--- src/rtl/sdhr_pkg.sv ---
// ----------------------------------------------------------------------------
// SD host register bank package
// Item types, register word indices and reset values shared by the block.
// ----------------------------------------------------------------------------
package sdhr_pkg;

  localparam int unsigned ADDR_W    = 10;
  localparam int unsigned DIV_W     = 24;
  localparam int unsigned FDIV_W    = 8;
  localparam int unsigned WDOG_W    = 16;
  localparam int unsigned CMD8_W    = 14;
  localparam int unsigned IDX_W     = 6;
  localparam int unsigned CRC_W     = 7;

  localparam logic [ADDR_W-1:0] ADDR_DIVIDER  = 10'd0;
  localparam logic [ADDR_W-1:0] ADDR_CONTROL  = 10'd1;
  localparam logic [ADDR_W-1:0] ADDR_WATCHDOG = 10'd2;
  localparam logic [ADDR_W-1:0] ADDR_STATUS   = 10'd4;
  localparam logic [ADDR_W-1:0] ADDR_LAST_CMD = 10'd5;
  localparam logic [ADDR_W-1:0] ADDR_LAST_ARG = 10'd6;
  localparam logic [ADDR_W-1:0] ADDR_CMD8     = 10'd8;

  localparam logic [WDOG_W-1:0] WATCHDOG_RESET  = 16'h0FFF;
  localparam logic [CMD8_W-1:0] CMD8_RESET      = 14'h0155;
  localparam logic [IDX_W-1:0]  REQ_INDEX_RESET = '1;

  typedef struct packed {
    logic              req_valid;
    logic              req_write;
    logic [ADDR_W-1:0] req_word_addr;
    logic [31:0]       req_wdata;
    logic              cmd_req_valid;
    logic [IDX_W-1:0]  cmd_req_index;
    logic              cmd_resp_valid;
    logic [IDX_W-1:0]  cmd_resp_index;
    logic [31:0]       cmd_resp_arg;
    logic [13:0]       resp_crc_pair;
    logic              slow_clock_select;
    logic [11:0]       card_status;
  } in_item_t;

  typedef struct packed {
    logic              bus_ack;
    logic [31:0]       bus_rdata;
    logic              card_clock;
    logic              clock_rise_strobe;
    logic              clock_fall_strobe;
    logic [WDOG_W-1:0] watchdog_limit;
    logic              error_clear;
    logic              spi_select;
    logic              low_voltage_request;
    logic              pcie_request;
    logic [3:0]        supply_range;
    logic [7:0]        echo_pattern;
  } out_item_t;

endpackage

--- src/rtl/sdhr_if.sv ---
// ----------------------------------------------------------------------------
// SD host register bank channels
// Valid/ready channels for the cycle items and the result items.
// ----------------------------------------------------------------------------
interface sdhr_in_if;
  logic              valid;
  logic              ready;
  sdhr_pkg::in_item_t data;

  modport source (output valid, output data, input ready);
  modport sink (input valid, input data, output ready);
endinterface

interface sdhr_out_if;
  logic               valid;
  logic               ready;
  sdhr_pkg::out_item_t data;

  modport source (output valid, output data, input ready);
  modport sink (input valid, input data, output ready);
endinterface

--- src/rtl/sd_host_register_bank_clock_divider_top.sv ---
// ----------------------------------------------------------------------------
// SD host register bank with card clock divider
// Throughput: one item per cycle while the output is not blocked, set by the single-pass register bank stage.
// Reset: synchronous; registers take their documented values, stages empty.
// ----------------------------------------------------------------------------
module sd_host_register_bank_clock_divider_top (
  input  logic       clk,
  input  logic       rst_n,
  sdhr_in_if.sink    in_ch,
  sdhr_out_if.source out_ch
);

  logic                stage_valid;
  sdhr_pkg::in_item_t  stage_item;
  sdhr_pkg::out_item_t core_res;
  logic                advance;
  logic                out_valid_r;
  logic                out_valid_nxt;
  sdhr_pkg::out_item_t out_item_r;

  assign advance       = stage_valid && (!out_valid_r || out_ch.ready);
  assign out_valid_nxt = advance || (out_valid_r && !out_ch.ready);

  sdhr_in_reg u_in_reg (
    .clk         (clk),
    .rst_n       (rst_n),
    .in_ch       (in_ch),
    .advance     (advance),
    .stage_valid (stage_valid),
    .stage_item  (stage_item)
  );

  sdhr_core u_core (
    .clk    (clk),
    .rst_n  (rst_n),
    .step   (advance),
    .item   (stage_item),
    .result (core_res)
  );

  always_ff @(posedge clk) begin
    if (!rst_n) begin
      out_valid_r <= 1'b0;
    end else begin
      out_valid_r <= out_valid_nxt;
    end
  end

  always_ff @(posedge clk) begin
    if (advance) begin
      out_item_r <= core_res;
    end
  end

  assign out_ch.valid = out_valid_r;
  assign out_ch.data  = out_item_r;

  // A consumed item always leaves a result in the output register.
  a_advance_fills: assert property (@(posedge clk) disable iff (!rst_n)
    advance |=> out_valid_r)
    else $error("result register empty after an item was consumed");

  // The input side stalls only when both stages are full and the output is blocked.
  a_stall_reason: assert property (@(posedge clk) disable iff (!rst_n)
    (in_ch.valid && !in_ch.ready) |-> (stage_valid && out_valid_r && !out_ch.ready))
    else $error("input stalled without a full pipeline");

  a_single_strobe: assert property (@(posedge clk) disable iff (!rst_n)
    advance |-> !(core_res.clock_rise_strobe && core_res.clock_fall_strobe))
    else $error("card clock rise and fall strobes together");

endmodule

--- src/rtl/sdhr_in_reg.sv ---
// ----------------------------------------------------------------------------
// SD host register bank input stage
// Holds one accepted item until the register bank consumes it.
// ----------------------------------------------------------------------------
module sdhr_in_reg (
  input  logic               clk,
  input  logic               rst_n,
  sdhr_in_if.sink            in_ch,
  input  logic               advance,
  output logic               stage_valid,
  output sdhr_pkg::in_item_t stage_item
);

  logic               valid_r;
  logic               valid_nxt;
  sdhr_pkg::in_item_t item_r;
  logic               take;

  assign in_ch.ready = !valid_r || advance;
  assign take        = in_ch.valid && in_ch.ready;
  assign valid_nxt   = take || (valid_r && !advance);

  always_ff @(posedge clk) begin
    if (!rst_n) begin
      valid_r <= 1'b0;
    end else begin
      valid_r <= valid_nxt;
    end
  end

  always_ff @(posedge clk) begin
    if (take) begin
      item_r <= in_ch.data;
    end
  end

  assign stage_valid = valid_r;
  assign stage_item  = item_r;

endmodule

--- src/rtl/sdhr_core.sv ---
// ----------------------------------------------------------------------------
// SD host register bank core
// Bus registers, command snapshots and card clock divider for one cycle item.
// ----------------------------------------------------------------------------
module sdhr_core (
  input  logic                clk,
  input  logic                rst_n,
  input  logic                step,
  input  sdhr_pkg::in_item_t  item,
  output sdhr_pkg::out_item_t result
);

  logic                          clock_enable_r, clock_enable_nxt;
  logic                          spi_flag_r, spi_flag_nxt;
  logic                          clear_pulse_r, clear_pulse_nxt;
  logic [sdhr_pkg::DIV_W-1:0]    slow_divider_r, slow_divider_nxt;
  logic [sdhr_pkg::FDIV_W-1:0]   fast_divider_r, fast_divider_nxt;
  logic [sdhr_pkg::DIV_W-1:0]    divide_count_r, divide_count_nxt;
  logic [sdhr_pkg::WDOG_W-1:0]   watchdog_r, watchdog_nxt;
  logic                          clock_level_r, clock_level_nxt;
  logic                          read_valid_r, read_valid_nxt;
  logic [31:0]                   read_data_r, read_data_nxt;
  logic [sdhr_pkg::IDX_W-1:0]    req_index_r, req_index_nxt;
  logic [sdhr_pkg::IDX_W-1:0]    resp_index_r, resp_index_nxt;
  logic [sdhr_pkg::CRC_W-1:0]    crc_rx_r, crc_rx_nxt;
  logic [sdhr_pkg::CRC_W-1:0]    crc_calc_r, crc_calc_nxt;
  logic [31:0]                   resp_arg_r, resp_arg_nxt;
  logic [sdhr_pkg::CMD8_W-1:0]   cmd8_r, cmd8_nxt;

  logic                          do_write;
  logic [sdhr_pkg::DIV_W-1:0]    limit;
  logic                          toggle;

  assign do_write = item.req_valid && item.req_write;
  assign limit    = item.slow_clock_select ? slow_divider_r
                                           : {{(sdhr_pkg::DIV_W-sdhr_pkg::FDIV_W){1'b0}},
                                              fast_divider_r};
  assign toggle   = clock_enable_r && (divide_count_r >= limit);

  always_comb begin
    clock_enable_nxt = clock_enable_r;
    spi_flag_nxt     = spi_flag_r;
    clear_pulse_nxt  = 1'b0;
    slow_divider_nxt = slow_divider_r;
    fast_divider_nxt = fast_divider_r;
    watchdog_nxt     = watchdog_r;
    cmd8_nxt         = cmd8_r;
    read_valid_nxt   = item.req_valid;
    read_data_nxt    = '0;
    clock_level_nxt  = clock_level_r;
    divide_count_nxt = divide_count_r;

    if (toggle) begin
      divide_count_nxt = '0;
      clock_level_nxt  = !clock_level_r;
    end else if (clock_enable_r) begin
      divide_count_nxt = divide_count_r + 1'b1;
    end

    unique case (item.req_word_addr)
      sdhr_pkg::ADDR_DIVIDER: begin
        read_data_nxt = {fast_divider_r, slow_divider_r};
        if (do_write) begin
          fast_divider_nxt = item.req_wdata[31:24];
          slow_divider_nxt = item.req_wdata[23:0];
          divide_count_nxt = '0;
        end
      end
      sdhr_pkg::ADDR_CONTROL: begin
        read_data_nxt = {23'd0, item.card_status[4:0], spi_flag_r, 2'b00, clock_enable_r};
        if (do_write) begin
          clock_enable_nxt = item.req_wdata[0];
          clear_pulse_nxt  = item.req_wdata[1];
          spi_flag_nxt     = item.req_wdata[3];
        end
      end
      sdhr_pkg::ADDR_WATCHDOG: begin
        read_data_nxt = {16'd0, watchdog_r};
        if (do_write) begin
          watchdog_nxt = item.req_wdata[15:0];
        end
      end
      sdhr_pkg::ADDR_STATUS: begin
        read_data_nxt = {17'd0, item.card_status[11:9], 8'd0, item.card_status[8:5]};
      end
      sdhr_pkg::ADDR_LAST_CMD: begin
        read_data_nxt = {1'b0, crc_calc_r, 1'b0, crc_rx_r, 2'b00, resp_index_r,
                         2'b00, req_index_r};
      end
      sdhr_pkg::ADDR_LAST_ARG: begin
        read_data_nxt = resp_arg_r;
      end
      sdhr_pkg::ADDR_CMD8: begin
        read_data_nxt = {18'd0, cmd8_r};
        if (do_write) begin
          cmd8_nxt = item.req_wdata[13:0];
        end
      end
      default: begin
        read_data_nxt = '0;
      end
    endcase
  end

  assign req_index_nxt  = item.cmd_req_valid ? item.cmd_req_index : req_index_r;
  assign resp_index_nxt = item.cmd_resp_valid ? item.cmd_resp_index : resp_index_r;
  assign crc_rx_nxt     = item.cmd_resp_valid ? item.resp_crc_pair[13:7] : crc_rx_r;
  assign crc_calc_nxt   = item.cmd_resp_valid ? item.resp_crc_pair[6:0] : crc_calc_r;
  assign resp_arg_nxt   = item.cmd_resp_valid ? item.cmd_resp_arg : resp_arg_r;

  always_ff @(posedge clk) begin
    if (!rst_n) begin
      clock_enable_r <= 1'b0;
      spi_flag_r     <= 1'b0;
      clear_pulse_r  <= 1'b0;
      slow_divider_r <= '0;
      fast_divider_r <= '0;
      divide_count_r <= '0;
      watchdog_r     <= sdhr_pkg::WATCHDOG_RESET;
      clock_level_r  <= 1'b0;
      read_valid_r   <= 1'b0;
      read_data_r    <= '0;
      req_index_r    <= sdhr_pkg::REQ_INDEX_RESET;
      resp_index_r   <= '0;
      crc_rx_r       <= '0;
      crc_calc_r     <= '0;
      resp_arg_r     <= '0;
      cmd8_r         <= sdhr_pkg::CMD8_RESET;
    end else if (step) begin
      clock_enable_r <= clock_enable_nxt;
      spi_flag_r     <= spi_flag_nxt;
      clear_pulse_r  <= clear_pulse_nxt;
      slow_divider_r <= slow_divider_nxt;
      fast_divider_r <= fast_divider_nxt;
      divide_count_r <= divide_count_nxt;
      watchdog_r     <= watchdog_nxt;
      clock_level_r  <= clock_level_nxt;
      read_valid_r   <= read_valid_nxt;
      read_data_r    <= read_data_nxt;
      req_index_r    <= req_index_nxt;
      resp_index_r   <= resp_index_nxt;
      crc_rx_r       <= crc_rx_nxt;
      crc_calc_r     <= crc_calc_nxt;
      resp_arg_r     <= resp_arg_nxt;
      cmd8_r         <= cmd8_nxt;
    end
  end

  always_comb begin
    result.bus_ack             = read_valid_r;
    result.bus_rdata           = read_data_r;
    result.card_clock          = clock_level_r;
    result.clock_rise_strobe   = toggle && !clock_level_r;
    result.clock_fall_strobe   = toggle && clock_level_r;
    result.watchdog_limit      = watchdog_r;
    result.error_clear         = clear_pulse_r;
    result.spi_select          = spi_flag_r;
    result.low_voltage_request = cmd8_r[13];
    result.pcie_request        = cmd8_r[12];
    result.supply_range        = cmd8_r[11:8];
    result.echo_pattern        = cmd8_r[7:0];
  end

endmodule
--- src/flat_wrapper.sv ---
// flat-port wrapper written by rule: the top's interface ports become plain ports
module sd_host_register_bank_clock_divider_top_flat 
  (clk, rst_n, in_ch_valid, in_ch_data, in_ch_ready, out_ch_valid, out_ch_data, out_ch_ready);
  sdhr_in_if in_ch_i ();
  sdhr_out_if out_ch_i ();
  input  logic clk;
  input  logic rst_n;
  input wire logic [$bits(in_ch_i.valid)-1:0] in_ch_valid;
  input wire logic [$bits(in_ch_i.data)-1:0] in_ch_data;
  output wire logic [$bits(in_ch_i.ready)-1:0] in_ch_ready;
  output wire logic [$bits(out_ch_i.valid)-1:0] out_ch_valid;
  output wire logic [$bits(out_ch_i.data)-1:0] out_ch_data;
  input wire logic [$bits(out_ch_i.ready)-1:0] out_ch_ready;
  assign in_ch_i.valid = in_ch_valid;
  assign in_ch_i.data = in_ch_data;
  assign in_ch_ready = in_ch_i.ready;
  assign out_ch_valid = out_ch_i.valid;
  assign out_ch_data = out_ch_i.data;
  assign out_ch_i.ready = out_ch_ready;
  sd_host_register_bank_clock_divider_top u_core (.clk(clk), .rst_n(rst_n), .in_ch(in_ch_i), .out_ch(out_ch_i));
endmodule
--- config.mk ---
export PLATFORM = sky130hd
export DESIGN_NAME = sd_host_register_bank_clock_divider_top_flat
export DESIGN_NICKNAME = d
export VERILOG_FILES = /design/src/rtl/sdhr_pkg.sv /design/src/rtl/sdhr_if.sv /design/src/rtl/sd_host_register_bank_clock_divider_top.sv /design/src/rtl/sdhr_in_reg.sv /design/src/rtl/sdhr_core.sv /design/src/flat_wrapper.sv
export SDC_FILE = /design/constraint.sdc
export NUM_CORES = 1
export LEC_CHECK = 0
export BUFFER_PORTS_ARGS = -buffer_cell sky130_fd_sc_hd__buf_2
export CAP_MARGIN = 20
export CORE_UTILIZATION = 61
export CTS_CLUSTER_SIZE = 16
export DETAILED_ROUTE_END_ITERATION = 12
export PLACE_DENSITY = 0.84
export SLEW_MARGIN = 15
export SYNTH_ARGS = -nofsm -noshare
export SYNTH_HDL_FRONTEND = slang
export SYNTH_HIERARCHICAL = 1
export SYNTH_SLANG_ARGS = --single-unit
--- constraint.sdc ---
create_clock -name clk -period 9.3 [get_ports clk]
set_input_delay 0.465 -clock clk [delete_from_list [all_inputs] [get_ports clk]]
set_output_delay 0.465 -clock clk [all_outputs]
set_load 0.02 [all_outputs]
==> reports/metrics.cfg, run 1 <==
[routing]
wl_met2_um=16320
firstDrtPassIters=6
drt_iter0_markers=1247
met1Wirelength_um=13730
drt_wl_total_um=35350
dr_wl_met3_um=4090
ant_nets=0
vias=10706
wl_per_cell_um=20.34
via_per_inst=6.160
routed.top_layer=met4
drc=0

[placement]
portBuffers=190
dp_slack_ns=5.465
dp_hpwl_um=23630
gp_congestion=0.9436
dp.cells=1668

[cells_and_area]
stdcell_count=1738
regArea_mm2=0.009219
syn_to_final_growth_pct=15.35
fillCellCount=1536
antenna_cells=0
layout-drive-gt1-share=0.1831
multiInputGateArea_mm2=0.004419
finish.utilization=0.7172
final_nets=1570

[power_and_ir_drop]
leakage_uw=0.005883
peakVddDrop_mv=0.1620
p_per_area_mw_per_mm2=205.7

[clock_network]
root_buffer=clkbuf_16
cts_tree=built
cts_buffers=37
cts_max_level=2
clk_path_buf_depth=3
hold_buffers=0
cts_sinks=368
ctsResizeCount=0
cts_setup_buffers=0
insertion_delay_ns=0.53
path_clk_slew_ns=0.06

[sta]
final.setup.tns_ns=0
finClkSkew_ns=0.01846
fmax_ghz=0.2613
rsz0062_at_grt=false
fin_crit_ns=3.827
setup_slack_ns=5.473
setup_violations=0
slew_viol_final=0
worstMarginPinSlew_ns=1.159
relSlewSlack=0.2242
hold_viol=0
period_share=0.4115

[floorplan]
core_mm2=0.02264
initial_core_util=0.6217
ios=191
die_area_mm2=0.02369
die_y_um=153.9
die_w_um=153.9
rows=55

[yosys]
synth_top_area_frac=0.3947
synth-async-reset-ratio=0
synthXorXnorAreaFrac=0.001244
yosys_warnings=6
netlist.top_cell.by_area=edfxtp_1
yosys.area_share.simple=0.1488
synth_top_family_by_area=simple AND/OR/NAND/NOR gates
synth_fp_nets=1409
synthMuxAreaShare=0.01973
yosys-top-cells-area=edfxtp_1, dfxtp_1, nand2_1, a21oi_1, ha_1
seq_area_frac_synth=0.6549
synth_fa_ha_area_frac=0.02222
avgSynthCellArea_um2=11.14
syn-cell-area_mm2=0.01408
ys.flop_type=edfxtp_1
ys_ff_latch=368
synthTopCellsByCount=nand2_1, edfxtp_1, dfxtp_1, a21oi_1, clkbuf_1
synth.most_common_cell=nand2_1
syn_inst=1263
synth_edf_count=185
synth_cell_type_count=69
synth-compound-area-share=0.1212

[run]
drv_cap=0

[critical_path]
end_kind=flip-flop
reg2reg_from=u_core/u_in_reg/stage_item[12]
reg2regPathDepth=8
r2r-end=u_core/u_core/divide_count_r[3]
startpoint_type=flip-flop
crit_path_max_fanout=24
criticalPathCategory=reg2reg
rrSetupSlack_ns=5.47
arrival_ns=4.26
crit_required_ns=9.73

[run_status]
status=finished clean

[global_routing]
grt_pass1_wl_um=54140
grt_max_degree=106
grt_util_all_layers=0.2972
grt-ovfl-total=0
grt_pass1_vias=10034
antenna_found_initial=0

[worst_hold_path]
hold_start=in_ch_data[94]
min_delay_path_depth=1
holdCritPathClass=in2reg
min_to=u_core/u_in_reg/stage_item[94]

[cell type report]
| type | count | share of cell area |
|---|---|---|
| multi-input cells | 791 | 0.2722 |
| clock inverters | 12 | 0.004701 |
| flip-flops and latches | 368 | 0.5678 |
| well taps | 285 | 0.02196 |
| repair buffers | 202 | 0.06504 |
| clock buffers | 56 | 0.06273 |
| inverters | 24 | 0.005625 |
[cells in the final DEF, fill, tap and decap left out, types with 22 or more instances in the layout]
cell	Yosys	final
buf_2	15	190
ha_1	25	25
clkbuf_16	0	38
dfxtp_1	183	183
nor2_1	49	49
o21ai_0	22	22
edfxtp_1	185	185
a21oi_1	121	121
nand3_1	39	39
nand2_1	302	302
inv_1	24	23
[per-stage QoR]
| step | instance area, um^2 | hold WS (ns) | total power, uW |
|---|---|---|---|
| after global placement | 15100 | 0.4131 | 2010 |
| after floorplan | 14080 | 0.4081 | 1943 |
| after global routing | 16240 | 0.09772 | 3434 |
| final | 16240 | 0.1074 | 3339 |
| after detailed placement | 15110 | 0.4158 | 2016 |
| after CTS | 16210 | 0.09540 | 3355 |
[where the power goes]
| part | total (uW) | switching (uW) | internal (uW) |
|---|---|---|---|
| Sequential | 1820 | 37.5 | 1780 |
| Clock | 1350 | 591 | 762 |
| Combinational | 171 | 115 | 56.9 |
| Total | 3340 | 743 | 2600 |
[sequential cells by signal, summed over array words and instances, names as in the netlist, 7 cells and up]
name / cells
u_core/u_core/resp_arg_r: 32
u_core/u_core/divide_count_r: 24
u_core/u_core/fast_divider_r: 8
u_core/u_core/crc_calc_r: 7
u_core/u_core/crc_rx_r: 7
u_core/u_core/slow_divider_r: 24
u_core/u_in_reg/stage_item: 117
u_core/out_ch.data: 68
u_core/u_core/watchdog_r: 16
u_core/u_core/cmd8_r: 14
u_core/u_core/read_data_r: 32
[cells by family (layout without fill, tap and decap cells)]
family | count (synthesis) | count (layout)
adders and majority gates | 25 | 25
AOI/OAI and AO/OA | 266 | 266
xor gates and xnor gates | 2 | 2
muxes | 27 | 27
buffers and inverters | 104 | 294
and+or+nand+nor | 471 | 471
DFF | 368 | 368
[worst max-delay path: stages, from the launching register on]
cell and delay (ns):
edfxtp_1 0.93, mux2_2 0.42, ha_1 0.26, nand2b_1 0.13, a211oi_1 0.23, o221ai_1 0.20
a211oi_2 0.80, a21oi_2 0.44, o31ai_1 0.32
[how the worst max path moves through the flow]
| stage | from | end | slack (ns) | cells after the start |
|---|---|---|---|---|
| 2_1_floorplan | u_core/out_ch.valid | u_core/u_in_reg/stage_item[0] | 3.55 | 4 |
| 3_3_place_gp | u_core/u_in_reg/stage_item[12] | u_core/u_core/divide_count_r[3] | 5.57 | 8 |
| 3_5_place_dp | u_core/u_in_reg/stage_item[12] | u_core/u_core/divide_count_r[3] | 5.47 | 8 |
| 4_1_cts | u_core/u_in_reg/stage_item[12] | u_core/u_core/divide_count_r[3] | 5.46 | 8 |
| 5_1_grt | u_core/u_in_reg/stage_item[12] | u_core/u_core/divide_count_r[3] | 5.15 | 8 |
| 6_report | u_core/u_in_reg/stage_item[12] | u_core/u_core/divide_count_r[3] | 5.47 | 8 |
[layer usage]
layer | track usage | vias up
met5 | 0 | -
li1 | - | 4883
met4 | 0.1090 | 0
met1 | 0.4014 | 5050
met3 | 0.07497 | 99
met2 | 0.4669 | 674
No activity file was read; power rests on OpenSTA's default activity.
==> run 2: changes to the inputs <==
--- a/config.mk
+++ b/config.mk
@@ -7,10 +7,10 @@
 export LEC_CHECK = 0
 export BUFFER_PORTS_ARGS = -buffer_cell sky130_fd_sc_hd__buf_2
 export CAP_MARGIN = 20
-export CORE_UTILIZATION = 61
+export CORE_UTILIZATION = 57
 export CTS_CLUSTER_SIZE = 16
 export DETAILED_ROUTE_END_ITERATION = 12
-export PLACE_DENSITY = 0.84
+export PLACE_DENSITY = 0.79
 export SLEW_MARGIN = 15
 export SYNTH_ARGS = -nofsm -noshare
 export SYNTH_HDL_FRONTEND = slang
==> constraint.sdc (replaced) <==
create_clock -name clk -period 3.7 [get_ports clk]
set_input_delay 0.185 -clock clk [delete_from_list [all_inputs] [get_ports clk]]
set_output_delay 0.185 -clock clk [all_outputs]
set_load 0.02 [all_outputs]
==> run 2 against run 1 <==
Effect of this change:
- maximum frequency grew 29%
- sequential share of layout area shrank 4.9 points
- first-iteration DRC count grew 2.3%
- total power grew to 2.7 times the previous value
- final area grew 9.5%
- clock-buffer cell count shrank 1
- combinational power grew to 3.3 times the previous value
- die area grew 6.9%
- non-clock buffer count grew 140
- critical path depth grew 2
- via count grew 4.4%
- largest cell class unchanged
==> reports/metrics.cfg, run 2 (synthesis gave the netlist of run 1 again) <==
[sta]
fin_crit_ns=2.957
slew_viol_final=0
relSlewSlack=0.2783
worstMarginPinSlew_ns=1.083
setup_violations=0
holdWs_ns=0.01425
hold_viol=0
rsz0062_at_grt=false
finClkSkew_ns=0.01531
fmax_ghz=0.3382
period_share=0.7991
final.setup.tns_ns=0

[placement]
portBuffers=190
dp_hpwl_um=24220
gp_congestion=0.9867

[clock_network]
cts_sinks=368
root_buffer=clkbuf_16
hold_buffers=118
clk_path_buf_depth=3
cts_max_level=2
path_clk_slew_ns=0.06
ctsResizeCount=0
cts_buffers=38
insertion_delay_ns=0.53
cts_setup_buffers=0
cts_tree=built

[routing]
drc=0
vias=11177
drt_iter0_markers=1276
via_per_inst=5.821
wl_per_cell_um=20.14
firstDrtPassIters=6
drt_wl_total_um=38670
ant_nets=0

[critical_path]
crit_cells=10
slowest_stage=edfxtp_1
end_kind=flip-flop
cpMostUsedCell=buf_4
startpoint_type=flip-flop
worstPathCellList=buf_4 > mux2i_1 > ha_1 > and2_1 > o311a_1 > a211oi_2 > buf_4 > a21oi_2 > buf_4 > o21ai_0
crit_path_max_fanout=16
crit_required_ns=4.14
cpPeakStageDelay_ns=0.60
critical_path.top_delay_family=compound AO/OA/AOI/OAI gates
arrival_ns=3.40
path_buf_inv=3
reg2regPathDepth=10
criticalPathCategory=reg2reg

[global_routing]
grt_max_degree=102
gr-usage-met3=0.06121
grt-ovfl-total=0
use_met1=0.4175
grt_util_all_layers=0.3049
grt_pass1_vias=10744
busiest_layer=met2
grt_pass1_wl_um=59630
antenna_found_initial=1
globalRouteMet2Util=0.4799

[cells_and_area]
layout_common_cells=nand2_1, buf_2, edfxtp_1
largest_register_ffs=117
multiInputGateArea_mm2=0.004418
regArea_mm2=0.009219
finish.utilization=0.7332
syn_to_final_growth_pct=26.30
fillCellCount=1586
final_common_cell=nand2_1
layout-drive-gt1-share=0.1875
final_nets=1711

[floorplan]
die_area_mm2=0.02533
core_mm2=0.02425
initial_core_util=0.5805
ios=191
die_w_um=159.1
rows=57
die_y_um=159.1

[worst_hold_path]
holdCritPathClass=in2reg
min_delay_path_depth=3

[power_and_ir_drop]
p_per_area_mw_per_mm2=499.8
peakVddDrop_mv=0.5340
leakage_uw=0.006564
power_uw=8886

[run]
drv_cap=0

[run_status]
status=finished clean

==> run 2: worst paths after layout <==
path	startpoint	endpoint	slack [ns]
max	u_core/u_in_reg/stage_item[12]	u_core/u_core/divide_count_r[11]	0.74
min	out_ch_ready	u_core/out_ch.valid	0.01
max reg2reg	u_core/u_in_reg/stage_item[12]	u_core/u_core/divide_count_r[11]	0.74
min reg2reg	u_core/u_core/read_data_r[11]	u_core/out_ch.data[46]	0.42
==> run 2: routing by layer <==
metal / vias to the layer above / routed length (um)
met4: 0 / 1334
li1: 5164 / -
met3: 85 / 3904
met5: - / 0
met1: 5265 / 15330
met2: 663 / 18110
==> run 2: worst register-to-register path, stage by stage, from the launching register on <==
cell      delay (ns)
edfxtp_1        0.60
buf_4           0.29
mux2i_1         0.22
ha_1            0.26
and2_1          0.18
o311a_1         0.37
a211oi_2        0.23
buf_4           0.23
a21oi_2         0.08
buf_4           0.22
o21ai_0         0.19
==> run 2: area by class of cell <==
cell class,count,area share
inverters,24,0.005138
well taps,324,0.02280
flip-flops and latches,368,0.5185
diodes,1,0.0001408
multi-input cells,791,0.2485
clock buffers,55,0.05996
clock inverters,15,0.009923
repair buffers,342,0.1350
==> run 2: metrics by stage <==
step	area [um^2]	std cells	setup WS [ns]
floorplan	14080	1263	0.3781
global placement	15340	1730	0.8529
detailed placement	15340	1730	0.7813
CTS	17770	1918	0.7481
global route	17780	1920	0.4745
finish	17780	1920	0.7433
==> run 2: power breakdown <==
part | total (uW) | switching, uW | internal, uW
logic | 557 | 320 | 236
registers | 4560 | 95.6 | 4470
clock network | 3770 | 1590 | 2180
